===== config.mk =====
export PLATFORM = sky130hd
export DESIGN_NAME = line_clip_and_viewport_map_flat
export DESIGN_NICKNAME = d
export VERILOG_FILES = /design/src/hw/rtl/lcvm_pkg.sv /design/src/hw/rtl/lcvm_req_if.sv /design/src/hw/rtl/lcvm_rsp_if.sv /design/src/hw/rtl/line_clip_and_viewport_map.sv /design/src/hw/rtl/lcvm_ctrl.sv /design/src/hw/rtl/lcvm_dp.sv /design/src/flat_wrapper.sv
export SDC_FILE = /design/constraint.sdc
export NUM_CORES = 2
export LEC_CHECK = 0
export ABC_AREA = 1
export BUFFER_PORTS_ARGS = -buffer_cell sky130_fd_sc_hd__buf_2
export CAP_MARGIN = 20
export CORE_UTILIZATION = 43
export CTS_BUF_LIST = sky130_fd_sc_hd__clkbuf_4 sky130_fd_sc_hd__clkbuf_8 sky130_fd_sc_hd__clkbuf_16
export DETAILED_ROUTE_END_ITERATION = 10
export SYNTH_ARGS = -nofsm -noshare
export SYNTH_HDL_FRONTEND = slang
export SYNTH_SLANG_ARGS = --single-unit

===== constraint.sdc =====
create_clock -name clock -period 10.9 [get_ports clock]
set_clock_uncertainty 0.15 [all_clocks]
set_input_delay 2.18 -clock clock [delete_from_list [all_inputs] [get_ports clock]]
set_output_delay 2.18 -clock clock [all_outputs]
set_load 0.05 [all_outputs]

===== src/hw/rtl/lcvm_pkg.sv =====
`timescale 1ns / 1ps
// ----------------------------------------------------------------------------
// lcvm_pkg: shared definitions for the line clipper and viewport mapper
// Register indexes, outcode bits, reset values and the controller/datapath
// command and status structures.
// ----------------------------------------------------------------------------
package lcvm_pkg;

   localparam int COORD_WIDTH_DEF    = 16;
   localparam int MAX_CLIP_STEPS_DEF = 4;
   localparam int NUM_REGS           = 8;
   localparam int CSR_DATA_WIDTH     = 32;
   localparam int CSR_ADDR_WIDTH     = 5;
   localparam int QUOT_KEEP_BITS     = 40;

   typedef enum logic [2:0] {
      REG_CLIP_LEFT   = 3'd0,
      REG_CLIP_BOTTOM = 3'd1,
      REG_CLIP_RIGHT  = 3'd2,
      REG_CLIP_TOP    = 3'd3,
      REG_VIEW_LEFT   = 3'd4,
      REG_VIEW_BOTTOM = 3'd5,
      REG_VIEW_RIGHT  = 3'd6,
      REG_VIEW_TOP    = 3'd7
   } reg_index_type;

   localparam int RST_CLIP_LEFT   = 0;
   localparam int RST_CLIP_BOTTOM = 0;
   localparam int RST_CLIP_RIGHT  = 9600;
   localparam int RST_CLIP_TOP    = 9600;
   localparam int RST_VIEW_LEFT   = 3200;
   localparam int RST_VIEW_BOTTOM = 3200;
   localparam int RST_VIEW_RIGHT  = 4800;
   localparam int RST_VIEW_TOP    = 4800;

   localparam logic [3:0] OC_TOP    = 4'd8;
   localparam logic [3:0] OC_BOTTOM = 4'd4;
   localparam logic [3:0] OC_RIGHT  = 4'd2;
   localparam logic [3:0] OC_LEFT   = 4'd1;

   typedef enum logic [1:0] {
      MAP_START_X = 2'd0,
      MAP_START_Y = 2'd1,
      MAP_END_X   = 2'd2,
      MAP_END_Y   = 2'd3
   } map_sel_type;

   typedef struct packed {
      logic        load;
      logic        clip_setup;
      logic        map_setup;
      map_sel_type map_sel;
      logic        mul;
      logic        div_step;
      logic        clip_commit;
      logic        map_commit;
      logic        publish;
      logic        pub_acc;
      logic        pub_err;
   } dp_cmd_type;

   typedef struct packed {
      logic win_err;
      logic both_in;
      logic trivial_reject;
      logic div_zero;
   } dp_status_type;

endpackage


===== src/hw/rtl/lcvm_req_if.sv =====
`timescale 1ns / 1ps
// ----------------------------------------------------------------------------
// lcvm_req_if: line segment channel
// One beat carries both endpoints of a segment.
// ----------------------------------------------------------------------------
interface lcvm_req_if #(parameter int W = 16);
   logic                valid;
   logic                ready;
   logic signed [W-1:0] start_x;
   logic signed [W-1:0] start_y;
   logic signed [W-1:0] end_x;
   logic signed [W-1:0] end_y;
   modport source (output valid, start_x, start_y, end_x, end_y, input ready);
   modport sink   (input valid, start_x, start_y, end_x, end_y, output ready);
endinterface


===== src/hw/rtl/lcvm_rsp_if.sv =====
`timescale 1ns / 1ps
// ----------------------------------------------------------------------------
// lcvm_rsp_if: mapped line channel
// One beat carries the accept flag, mapped endpoints and window error.
// ----------------------------------------------------------------------------
interface lcvm_rsp_if #(parameter int W = 16);
   logic                valid;
   logic                ready;
   logic                accepted;
   logic signed [W-1:0] view_start_x;
   logic signed [W-1:0] view_start_y;
   logic signed [W-1:0] view_end_x;
   logic signed [W-1:0] view_end_y;
   logic                window_error;
   modport source (output valid, accepted, view_start_x, view_start_y, view_end_x,
                   view_end_y, window_error, input ready);
   modport sink   (input valid, accepted, view_start_x, view_start_y, view_end_x,
                   view_end_y, window_error, output ready);
endinterface


===== src/hw/rtl/line_clip_and_viewport_map.sv =====
`timescale 1ns / 1ps
// A window error or trivial reject goes straight to the result; each clip step and
// each of the four mappings of an accepted line runs a multiply and a bit-serial
// divide on the shared units. Throughput: one line at a time; the next beat
// is taken once the result is handed to the output register. Reset: synchronous;
// control and CSR registers take their defaults; datapath registers have none.
// ----------------------------------------------------------------------------
// line_clip_and_viewport_map: outcode line clipper with viewport mapping
// Clips a segment against the clip window and maps the survivor into the
// viewport, one beat in and one beat out per line.
// ----------------------------------------------------------------------------
module line_clip_and_viewport_map #(
   parameter int COORD_WIDTH    = lcvm_pkg::COORD_WIDTH_DEF,
   parameter int MAX_CLIP_STEPS = lcvm_pkg::MAX_CLIP_STEPS_DEF
) (
   input  logic                                 clock,
   input  logic                                 reset,
   lcvm_req_if.sink                             req,
   lcvm_rsp_if.source                           rsp,
   input  logic                                 csr_psel,
   input  logic                                 csr_penable,
   input  logic                                 csr_pwrite,
   input  logic [lcvm_pkg::CSR_ADDR_WIDTH-1:0]  csr_paddr,
   input  logic [lcvm_pkg::CSR_DATA_WIDTH-1:0]  csr_pwdata,
   output logic [lcvm_pkg::CSR_DATA_WIDTH-1:0]  csr_prdata,
   output logic                                 csr_pready
);
   import lcvm_pkg::*;

   localparam int W = COORD_WIDTH;

   // Configuration register file. Writes land on the access phase; the
   // register index is the word address, so every address hits a register.
   logic signed [W-1:0] cfg_ff [NUM_REGS];
   reg_index_type       csr_idx;
   logic                csr_wr;

   dp_cmd_type    cmd;
   dp_status_type status;

   assign csr_idx    = reg_index_type'(csr_paddr[CSR_ADDR_WIDTH-1:2]);
   assign csr_wr     = csr_psel && csr_penable && csr_pwrite;
   assign csr_pready = 1'b1;
   assign csr_prdata = CSR_DATA_WIDTH'(cfg_ff[csr_idx]);

   always_ff @(posedge clock) begin
      if (reset) begin
         cfg_ff[REG_CLIP_LEFT]   <= W'(RST_CLIP_LEFT);
         cfg_ff[REG_CLIP_BOTTOM] <= W'(RST_CLIP_BOTTOM);
         cfg_ff[REG_CLIP_RIGHT]  <= W'(RST_CLIP_RIGHT);
         cfg_ff[REG_CLIP_TOP]    <= W'(RST_CLIP_TOP);
         cfg_ff[REG_VIEW_LEFT]   <= W'(RST_VIEW_LEFT);
         cfg_ff[REG_VIEW_BOTTOM] <= W'(RST_VIEW_BOTTOM);
         cfg_ff[REG_VIEW_RIGHT]  <= W'(RST_VIEW_RIGHT);
         cfg_ff[REG_VIEW_TOP]    <= W'(RST_VIEW_TOP);
      end else if (csr_wr) begin
         cfg_ff[csr_idx] <= csr_pwdata[W-1:0];
      end
   end

   // The controller sequences the clip loop and the mappings; the datapath
   // holds the endpoints, the multiplier, the divider and the result beat.
   lcvm_ctrl #(
      .W         (W),
      .MAX_STEPS (MAX_CLIP_STEPS)
   ) u_ctrl (
      .clock     (clock),
      .reset     (reset),
      .req_valid (req.valid),
      .req_ready (req.ready),
      .rsp_valid (rsp.valid),
      .rsp_ready (rsp.ready),
      .cmd       (cmd),
      .status    (status)
   );

   lcvm_dp #(
      .W (W)
   ) u_dp (
      .clock            (clock),
      .cfg              (cfg_ff),
      .in_start_x       (req.start_x),
      .in_start_y       (req.start_y),
      .in_end_x         (req.end_x),
      .in_end_y         (req.end_y),
      .cmd              (cmd),
      .status           (status),
      .out_accepted     (rsp.accepted),
      .out_view_start_x (rsp.view_start_x),
      .out_view_start_y (rsp.view_start_y),
      .out_view_end_x   (rsp.view_end_x),
      .out_view_end_y   (rsp.view_end_y),
      .out_window_error (rsp.window_error)
   );

endmodule


===== src/hw/rtl/lcvm_ctrl.sv =====
`timescale 1ns / 1ps
// ----------------------------------------------------------------------------
// lcvm_ctrl: sequencing state machine
// Walks the clip loop and the four viewport mappings, one shared
// multiply and divide at a time, and owns the result valid flag.
// ----------------------------------------------------------------------------
module lcvm_ctrl #(
   parameter int W         = 16,
   parameter int MAX_STEPS = 4
) (
   input  logic                   clock,
   input  logic                   reset,
   input  logic                   req_valid,
   output logic                   req_ready,
   output logic                   rsp_valid,
   input  logic                   rsp_ready,
   output lcvm_pkg::dp_cmd_type   cmd,
   input  lcvm_pkg::dp_status_type status
);
   import lcvm_pkg::*;

   localparam int PW  = 2 * W + 2;
   localparam int CW  = $clog2(PW);
   localparam int SCW = $clog2(MAX_STEPS + 1);

   typedef enum logic [3:0] {
      ST_IDLE, ST_CHECK, ST_CSETUP, ST_MSETUP, ST_MUL, ST_DIV,
      ST_CCOMMIT, ST_MCOMMIT, ST_FIN
   } state_type;

   state_type   state_ff;
   logic [CW-1:0]  cnt_ff;
   logic [SCW-1:0] steps_ff;
   map_sel_type msel_ff;
   logic        is_map_ff;
   logic        acc_ff;
   logic        err_ff;
   logic        rsp_valid_ff;
   logic        can_publish;

   assign req_ready   = (state_ff == ST_IDLE);
   assign rsp_valid   = rsp_valid_ff;
   assign can_publish = !rsp_valid_ff || rsp_ready;

   always_comb begin
      cmd             = '0;
      cmd.map_sel     = msel_ff;
      cmd.pub_acc     = acc_ff;
      cmd.pub_err     = err_ff;
      cmd.load        = (state_ff == ST_IDLE) && req_valid;
      cmd.clip_setup  = (state_ff == ST_CSETUP);
      cmd.map_setup   = (state_ff == ST_MSETUP);
      cmd.mul         = (state_ff == ST_MUL);
      cmd.div_step    = (state_ff == ST_DIV);
      cmd.clip_commit = (state_ff == ST_CCOMMIT);
      cmd.map_commit  = (state_ff == ST_MCOMMIT);
      cmd.publish     = (state_ff == ST_FIN) && can_publish;
   end

   always_ff @(posedge clock) begin
      if (reset) begin
         state_ff     <= ST_IDLE;
         cnt_ff       <= '0;
         steps_ff     <= '0;
         msel_ff      <= MAP_START_X;
         is_map_ff    <= 1'b0;
         acc_ff       <= 1'b0;
         err_ff       <= 1'b0;
         rsp_valid_ff <= 1'b0;
      end else begin
         if ((state_ff == ST_FIN) && can_publish) begin
            rsp_valid_ff <= 1'b1;
         end else if (rsp_valid_ff && rsp_ready) begin
            rsp_valid_ff <= 1'b0;
         end
         case (state_ff)
            ST_IDLE: begin
               if (req_valid) begin
                  steps_ff <= '0;
                  acc_ff   <= 1'b0;
                  err_ff   <= 1'b0;
                  state_ff <= ST_CHECK;
               end
            end
            ST_CHECK: begin
               if (status.win_err) begin
                  err_ff   <= 1'b1;
                  state_ff <= ST_FIN;
               end else if (status.both_in) begin
                  acc_ff   <= 1'b1;
                  msel_ff  <= MAP_START_X;
                  state_ff <= ST_MSETUP;
               end else if (status.trivial_reject || steps_ff == SCW'(MAX_STEPS)) begin
                  state_ff <= ST_FIN;
               end else begin
                  state_ff <= ST_CSETUP;
               end
            end
            ST_CSETUP: begin
               is_map_ff <= 1'b0;
               state_ff  <= status.div_zero ? ST_FIN : ST_MUL;
            end
            ST_MSETUP: begin
               is_map_ff <= 1'b1;
               state_ff  <= ST_MUL;
            end
            ST_MUL: begin
               cnt_ff   <= '0;
               state_ff <= ST_DIV;
            end
            ST_DIV: begin
               cnt_ff <= cnt_ff + 1'b1;
               if (cnt_ff == CW'(PW - 1)) begin
                  state_ff <= is_map_ff ? ST_MCOMMIT : ST_CCOMMIT;
               end
            end
            ST_CCOMMIT: begin
               steps_ff <= steps_ff + 1'b1;
               state_ff <= ST_CHECK;
            end
            ST_MCOMMIT: begin
               if (msel_ff == MAP_END_Y) begin
                  state_ff <= ST_FIN;
               end else begin
                  msel_ff  <= map_sel_type'(msel_ff + 2'd1);
                  state_ff <= ST_MSETUP;
               end
            end
            ST_FIN: begin
               if (can_publish) begin
                  state_ff <= ST_IDLE;
               end
            end
            default: state_ff <= ST_IDLE;
         endcase
      end
   end

endmodule


===== src/hw/rtl/lcvm_dp.sv =====
`timescale 1ns / 1ps
// ----------------------------------------------------------------------------
// lcvm_dp: clipping and mapping datapath
// Endpoint registers, outcode logic, one magnitude multiplier and a
// restoring divider that retires one quotient bit per cycle.
// ----------------------------------------------------------------------------
module lcvm_dp #(
   parameter int W = 16
) (
   input  logic                    clock,
   input  logic signed [W-1:0]     cfg [lcvm_pkg::NUM_REGS],
   input  logic signed [W-1:0]     in_start_x,
   input  logic signed [W-1:0]     in_start_y,
   input  logic signed [W-1:0]     in_end_x,
   input  logic signed [W-1:0]     in_end_y,
   input  lcvm_pkg::dp_cmd_type    cmd,
   output lcvm_pkg::dp_status_type status,
   output logic                    out_accepted,
   output logic signed [W-1:0]     out_view_start_x,
   output logic signed [W-1:0]     out_view_start_y,
   output logic signed [W-1:0]     out_view_end_x,
   output logic signed [W-1:0]     out_view_end_y,
   output logic                    out_window_error
);
   import lcvm_pkg::*;

   localparam int PW = 2 * W + 2;
   localparam int QL = (PW > QUOT_KEEP_BITS) ? QUOT_KEEP_BITS : PW;
   localparam int SW = QL + 2;

   logic signed [W-1:0] cl, cb, cr, ct, vl, vb, vr, vt;
   logic signed [W-1:0] x0_ff, y0_ff, x1_ff, y1_ff;
   logic [3:0]          c0, c1, co;
   logic signed [W:0]   dx, dy;
   logic                vert, use_c0;
   logic signed [W-1:0] edge_val;
   logic signed [W:0]   sa, sb, sd;
   logic signed [W-1:0] sbase;
   logic [W:0]          ma_ff, mb_ff, dm_ff;
   logic [W:0]          ma_in, mb_in, dm_in;
   logic                neg_ff, vert_ff, usec0_ff;
   logic signed [W-1:0] base_ff, fix_ff;
   logic [W:0]          rem_ff;
   logic [PW-1:0]       dq_ff;
   logic [W+1:0]        trial;
   logic                ge;
   logic signed [SW-1:0] qs, sum;
   logic signed [W-1:0] sat_val;
   logic signed [W-1:0] map_ff [4];

   function automatic logic [3:0] region(input logic signed [W-1:0] x,
                                         input logic signed [W-1:0] y,
                                         input logic signed [W-1:0] l,
                                         input logic signed [W-1:0] b,
                                         input logic signed [W-1:0] r,
                                         input logic signed [W-1:0] t);
      logic [3:0] c;
      c = '0;
      if (y > t) c = c | OC_TOP;
      else if (y < b) c = c | OC_BOTTOM;
      if (x > r) c = c | OC_RIGHT;
      else if (x < l) c = c | OC_LEFT;
      return c;
   endfunction

   function automatic logic [W:0] magn(input logic signed [W:0] v);
      return v[W] ? -v : v;
   endfunction

   assign cl = cfg[REG_CLIP_LEFT];
   assign cb = cfg[REG_CLIP_BOTTOM];
   assign cr = cfg[REG_CLIP_RIGHT];
   assign ct = cfg[REG_CLIP_TOP];
   assign vl = cfg[REG_VIEW_LEFT];
   assign vb = cfg[REG_VIEW_BOTTOM];
   assign vr = cfg[REG_VIEW_RIGHT];
   assign vt = cfg[REG_VIEW_TOP];

   assign c0     = region(x0_ff, y0_ff, cl, cb, cr, ct);
   assign c1     = region(x1_ff, y1_ff, cl, cb, cr, ct);
   assign use_c0 = (c0 != 4'd0);
   assign co     = use_c0 ? c0 : c1;
   assign vert   = ((co & (OC_TOP | OC_BOTTOM)) != 4'd0);
   assign dx     = (W+1)'(x1_ff) - (W+1)'(x0_ff);
   assign dy     = (W+1)'(y1_ff) - (W+1)'(y0_ff);

   always_comb begin
      if (vert) begin
         edge_val = ((co & OC_TOP) != 4'd0) ? ct : cb;
      end else begin
         edge_val = ((co & OC_RIGHT) != 4'd0) ? cr : cl;
      end
   end

   assign status.win_err        = (cr <= cl) || (ct <= cb);
   assign status.both_in        = ((c0 | c1) == 4'd0);
   assign status.trivial_reject = ((c0 & c1) != 4'd0);
   assign status.div_zero       = vert ? (dy == '0) : (dx == '0);

   // Operand selection for the next multiply and divide.
   always_comb begin
      if (cmd.clip_setup) begin
         if (vert) begin
            sa    = dx;
            sb    = (W+1)'(edge_val) - (W+1)'(y0_ff);
            sd    = dy;
            sbase = x0_ff;
         end else begin
            sa    = dy;
            sb    = (W+1)'(edge_val) - (W+1)'(x0_ff);
            sd    = dx;
            sbase = y0_ff;
         end
      end else begin
         case (cmd.map_sel)
            MAP_START_X: begin sa = (W+1)'(x0_ff) - (W+1)'(cl); sbase = vl; end
            MAP_START_Y: begin sa = (W+1)'(y0_ff) - (W+1)'(cb); sbase = vb; end
            MAP_END_X:   begin sa = (W+1)'(x1_ff) - (W+1)'(cl); sbase = vl; end
            MAP_END_Y:   begin sa = (W+1)'(y1_ff) - (W+1)'(cb); sbase = vb; end
            default:     begin sa = '0; sbase = '0; end
         endcase
         if (cmd.map_sel == MAP_START_X || cmd.map_sel == MAP_END_X) begin
            sb = (W+1)'(vr) - (W+1)'(vl);
            sd = (W+1)'(cr) - (W+1)'(cl);
         end else begin
            sb = (W+1)'(vt) - (W+1)'(vb);
            sd = (W+1)'(ct) - (W+1)'(cb);
         end
      end
      ma_in = magn(sa);
      mb_in = magn(sb);
      dm_in = magn(sd);
   end

   // One restoring division step: bring down the next dividend bit.
   assign trial = {rem_ff, dq_ff[PW-1]};
   assign ge    = (trial >= {1'b0, dm_ff});

   // Signed quotient added to the base coordinate, with a saturated copy for mapping.
   always_comb begin
      qs  = neg_ff ? -SW'(dq_ff[QL-1:0]) : SW'(dq_ff[QL-1:0]);
      sum = SW'(base_ff) + qs;
      if (sum > SW'(signed'({1'b0, {(W-1){1'b1}}}))) begin
         sat_val = {1'b0, {(W-1){1'b1}}};
      end else if (sum < SW'(signed'({1'b1, {(W-1){1'b0}}}))) begin
         sat_val = {1'b1, {(W-1){1'b0}}};
      end else begin
         sat_val = sum[W-1:0];
      end
   end

   always_ff @(posedge clock) begin
      if (cmd.load) begin
         x0_ff <= in_start_x;
         y0_ff <= in_start_y;
         x1_ff <= in_end_x;
         y1_ff <= in_end_y;
      end
      if (cmd.clip_setup || cmd.map_setup) begin
         ma_ff    <= ma_in;
         mb_ff    <= mb_in;
         dm_ff    <= dm_in;
         neg_ff   <= sa[W] ^ sb[W] ^ sd[W];
         base_ff  <= sbase;
         fix_ff   <= edge_val;
         vert_ff  <= vert;
         usec0_ff <= use_c0;
      end
      if (cmd.mul) begin
         dq_ff  <= PW'(ma_ff) * PW'(mb_ff);
         rem_ff <= '0;
      end else if (cmd.div_step) begin
         rem_ff <= ge ? (W+1)'(trial - {1'b0, dm_ff}) : trial[W:0];
         dq_ff  <= {dq_ff[PW-2:0], ge};
      end
      if (cmd.clip_commit) begin
         if (usec0_ff) begin
            x0_ff <= vert_ff ? sum[W-1:0] : fix_ff;
            y0_ff <= vert_ff ? fix_ff : sum[W-1:0];
         end else begin
            x1_ff <= vert_ff ? sum[W-1:0] : fix_ff;
            y1_ff <= vert_ff ? fix_ff : sum[W-1:0];
         end
      end
      if (cmd.map_commit) begin
         map_ff[cmd.map_sel] <= sat_val;
      end
      if (cmd.publish) begin
         out_accepted     <= cmd.pub_acc;
         out_window_error <= cmd.pub_err;
         out_view_start_x <= cmd.pub_acc ? map_ff[MAP_START_X] : '0;
         out_view_start_y <= cmd.pub_acc ? map_ff[MAP_START_Y] : '0;
         out_view_end_x   <= cmd.pub_acc ? map_ff[MAP_END_X] : '0;
         out_view_end_y   <= cmd.pub_acc ? map_ff[MAP_END_Y] : '0;
      end
   end

endmodule

===== src/flat_wrapper.sv =====
// flat-port wrapper written by rule: the top's interface ports become plain ports
module line_clip_and_viewport_map_flat import lcvm_pkg::*;
#(
   parameter int COORD_WIDTH    = lcvm_pkg::COORD_WIDTH_DEF,
   parameter int MAX_CLIP_STEPS = lcvm_pkg::MAX_CLIP_STEPS_DEF
)
  (clock, reset, csr_psel, csr_penable, csr_pwrite, csr_paddr, csr_pwdata, csr_prdata, csr_pready, req_valid, req_start_x, req_start_y, req_end_x, req_end_y, req_ready, rsp_valid, rsp_accepted, rsp_view_start_x, rsp_view_start_y, rsp_view_end_x, rsp_view_end_y, rsp_window_error, rsp_ready);
  lcvm_req_if req_i ();
  lcvm_rsp_if rsp_i ();
  input  logic clock;
  input  logic reset;
  input  logic csr_psel;
  input  logic csr_penable;
  input  logic csr_pwrite;
  input  logic [lcvm_pkg::CSR_ADDR_WIDTH-1:0] csr_paddr;
  input  logic [lcvm_pkg::CSR_DATA_WIDTH-1:0] csr_pwdata;
  output logic [lcvm_pkg::CSR_DATA_WIDTH-1:0] csr_prdata;
  output logic csr_pready;
  input wire logic [$bits(req_i.valid)-1:0] req_valid;
  input wire logic [$bits(req_i.start_x)-1:0] req_start_x;
  input wire logic [$bits(req_i.start_y)-1:0] req_start_y;
  input wire logic [$bits(req_i.end_x)-1:0] req_end_x;
  input wire logic [$bits(req_i.end_y)-1:0] req_end_y;
  output wire logic [$bits(req_i.ready)-1:0] req_ready;
  output wire logic [$bits(rsp_i.valid)-1:0] rsp_valid;
  output wire logic [$bits(rsp_i.accepted)-1:0] rsp_accepted;
  output wire logic [$bits(rsp_i.view_start_x)-1:0] rsp_view_start_x;
  output wire logic [$bits(rsp_i.view_start_y)-1:0] rsp_view_start_y;
  output wire logic [$bits(rsp_i.view_end_x)-1:0] rsp_view_end_x;
  output wire logic [$bits(rsp_i.view_end_y)-1:0] rsp_view_end_y;
  output wire logic [$bits(rsp_i.window_error)-1:0] rsp_window_error;
  input wire logic [$bits(rsp_i.ready)-1:0] rsp_ready;
  assign req_i.valid = req_valid;
  assign req_i.start_x = req_start_x;
  assign req_i.start_y = req_start_y;
  assign req_i.end_x = req_end_x;
  assign req_i.end_y = req_end_y;
  assign req_ready = req_i.ready;
  assign rsp_valid = rsp_i.valid;
  assign rsp_accepted = rsp_i.accepted;
  assign rsp_view_start_x = rsp_i.view_start_x;
  assign rsp_view_start_y = rsp_i.view_start_y;
  assign rsp_view_end_x = rsp_i.view_end_x;
  assign rsp_view_end_y = rsp_i.view_end_y;
  assign rsp_window_error = rsp_i.window_error;
  assign rsp_i.ready = rsp_ready;
  line_clip_and_viewport_map #(.COORD_WIDTH(COORD_WIDTH), .MAX_CLIP_STEPS(MAX_CLIP_STEPS)) u_core (.clock(clock), .reset(reset), .req(req_i), .rsp(rsp_i), .csr_psel(csr_psel), .csr_penable(csr_penable), .csr_pwrite(csr_pwrite), .csr_paddr(csr_paddr), .csr_pwdata(csr_pwdata), .csr_prdata(csr_prdata), .csr_pready(csr_pready));
endmodule

==> results by group <==
Global routing
  – Initial antenna violation count: 8
  – First-pass GRT wire length: 249 mm
  – GRT overflow: 0
  – Global-route usage over all layers: 31.0%
  – Busiest grt layer: met2
  – Grt met3 use: 4.26%
  – Largest net degree at the start of global routing: 121
  – Met1 Use GR: 40.7%
  – Vias in the first global route: 39700
  – Met2 usage: 49.6%

Clock tree
  – H-tree depth: 2
  – Clock latency on the worst-skew pair: 0.68 ns
  – Post-CTS Setup Inserts: 0
  – Number of CTS-inserted buffers: 55
  – Root Buffer Master: clkbuf_16
  – Clock slew at reported path FFs: 0.06 ns
  – Hold Buf Count CTS: 0
  – # clock sinks: 478
  – Post_cts resized: 0
  – CTS tree: built
  – Maximum clock insertion buffer count: 3

Timing
  – Final worst slack: 3.29 ns
  – Slew headroom: 14.1%
  – Final setup fails: 0
  – Worst-Margin Slew: 1.28 ns
  – RSZ-0062 raised after global routing: no
  – Final min period: 7.61 ns
  – Setup TNS: 0 ns
  – Final hold vios: 0
  – Final Cycle Share: 69.8%
  – Fmax: 0.131 GHz
  – Final Max Tran Viols: 0

Synth
  – Area contributors post-synth: edfxtp_1, nand2_1, ha_1
  – Main synth FF type: edfxtp_1
  – Ys Warns: 0
  – Area leader, netlist: edfxtp_1
  – Fraction of the mapped netlist area in adder cells: 21.7%
  – Post-synth EDFFs: 250
  – Gate Count Post-Synth: 6258
  – Post-synthesis cell area: 45700 µm²
  – Net Count, Synth: 7018
  – Synth top cells by count: nand2_1, inv_1, o21ai_0
  – Post-Synth Simple-Gate Area: 20.0%
  – Asr flop ratio synth: 0%
  – Seq/Total Area, Yosys: 26.4%
  – Compound-gate portion of the synthesized area: 17.2%
  – Flops & latches, synth: 478
  – Post-Syn Area per Cell: 7.30 µm²
  – Mux share of post-synthesis cell area: 0.0438%
  – Count leader, synth: nand2_1
  – Largest family of logic cells by synthesized area: adder cells
  – Top cell type's share of synthesized area: 16.4%
  – Synth Area in XOR/XNOR: 3.87%
  – Synth cell types: 65

Die
  – # IOs: 209
  – Die footprint: 108000 µm²
  – Initial Util: 43.4%
  – Die Width: 328 µm
  – Die Ht: 328 µm
  – Placement Rows: 119
  – Core area: 105000 µm²

Cells and area
  – Fin cells: 7766
  – Storage cell area: 12100 µm²
  – Nets: 7086
  – Layout cells sized above 1: 6.97%
  – Area of the multi-input gates: 28800 µm²
  – Finished layout cell area: 50000 µm²
  – Layout area overhead: 9.41%
  – Fillers: 10700

Critical path
  – Most Frequent Cell on Critical Path: nand2_1
  – WS Path Type: reg -> reg
  – Critical path data arrival time: 7.83 ns
  – CP max FO: 83
  – Critical path's largest stage delay: 0.86 ns
  – CP Launch Type: flop
  – Worst Path Required: 11.12 ns
  – Slowest stage cell, crit path: a21oi_1
  – Critical path capture point type: flop

Routing
  – DR vias/cell: 5.49
  – Routed Antenna Nets: 0
  – DRC viols: 0
  – Avg WL per Cell: 21.8 µm
  – DRT Pass-1 Iters: 6
  – Routed WL: 169 mm
  – Initial DRC count: 3585
  – Via Count: 42700

Placed design
  – GP Congestion: 1.03
  – Place WS: 3.50 ns
  – Buffers added on ports: 189
  – DP Area: 47900 µm²
  – Post-DP HPWL: 133 mm
  – Placed Cells: 7655

Min path
  – Worst Hold Class: reg -> reg

Flow run
  – Max Cap Violations: 0

Status
  – Outcome: finished, final reports clean
## worst max-delay path: cells and delay by family (launching register included)
family / cells / cell delay, ns
AOI/OAI and AO/OA: 9 / 2.25
and+or+nand+nor: 17 / 2.21
adders and majority gates: 2 / 0.82
buffers and inverters: 3 / 0.82
DFF: 1 / 0.65
xor gates and xnor gates: 2 / 0.32
## path summary, 6_finish.rpt
kind         slack, ns  cells after the start                            to                 start
min reg2reg       0.29                      0  u_core.u_dp.out_window_error  u_core.u_ctrl.err_ff
min               0.29                      0  u_core.u_dp.out_window_error  u_core.u_ctrl.err_ff
max reg2reg       3.29                     33            u_core.u_dp.neg_ff  u_core.u_dp.x0_ff[8]
max               3.29                     33            u_core.u_dp.neg_ff  u_core.u_dp.x0_ff[8]
## kinds of logic after synthesis
group / after synthesis
mux: 2
flops: 478
fa+ha+maj: 652
other cells: 1
compound gates: 1429
xor+xnor: 202
simple gates: 2226
buf+inv: 1268
## routing by layer
metal | share of wire [%] | vias to the layer above
li1 | - | 20600
met1 | 42 | 20100
met2 | 45 | 1594
met3 | 7.3 | 349
met4 | 6.0 | 8
met5 | 0.031 | -
## cell type report
cell class / count / share of cell area (%)
Timing Repair Buffer: 254 / 3.02
Sequential cell: 478 / 24.2
Clock inverter: 38 / 1.08
Clock buffer: 65 / 3.00
Tap cell: 1391 / 3.48
Inverter: 1025 / 7.70
Antenna cell: 3 / 0.0150
Multi-Input combinational cell: 4512 / 57.6
## flip-flops by register name (all words and copies together), names as in the netlist, 6 cells and up
signal / count
u_core.u_dp.dm_ff: 17
u_core.u_dp.out_view_start_x: 16
u_core.u_dp.out_view_start_y: 16
u_core.cfg_ff: 128
u_core.u_dp.rem_ff: 17
u_core.u_dp.out_view_end_y: 16
u_core.u_dp.base_ff: 16
u_core.u_dp.y1_ff: 16
u_core.u_dp.dq_ff: 34
u_core.u_ctrl.cnt_ff: 6
u_core.u_dp.y0_ff: 16
u_core.u_dp.fix_ff: 16
u_core.u_dp.mb_ff: 17
u_core.u_dp.ma_ff: 17
u_core.u_dp.map_ff: 64
u_core.u_dp.x1_ff: 16
u_core.u_dp.x0_ff: 16
u_core.u_dp.out_view_end_x: 16
## cells in the final DEF (no fill, tap or decap), drive strengths merged, types with 20 or more instances in the layout
| cell type | n |
|---|---|
| nor2 | 385 |
| clkbuf | 65 |
| o21ai | 594 |
| xor2 | 124 |
| a21oi | 566 |
| nand3b | 20 |
| edfxtp | 250 |
| nand2 | 1431 |
| fa | 237 |
| a31oi | 38 |
| ha | 415 |
| dfxtp | 228 |
| o211ai | 42 |
| or2 | 24 |
| nand4 | 34 |
| nor3 | 68 |
| xnor2 | 78 |
| inv | 1021 |
| o22ai | 41 |
| nand3 | 248 |
| buf | 254 |
| clkinv | 28 |
## stage by stage
stage / util (%) / hold slack, ns
finish: 47.5 / 0.289
global route: 47.5 / 0.297
CTS: 47.4 / 0.287
detailed placement: 45.5 / 0.271
global placement: 45.4 / 0.265
floorplan: - / 0.259
Power is not shown: default switching activity piles up to over one toggle a cycle in this logic, so the estimate is an artifact.
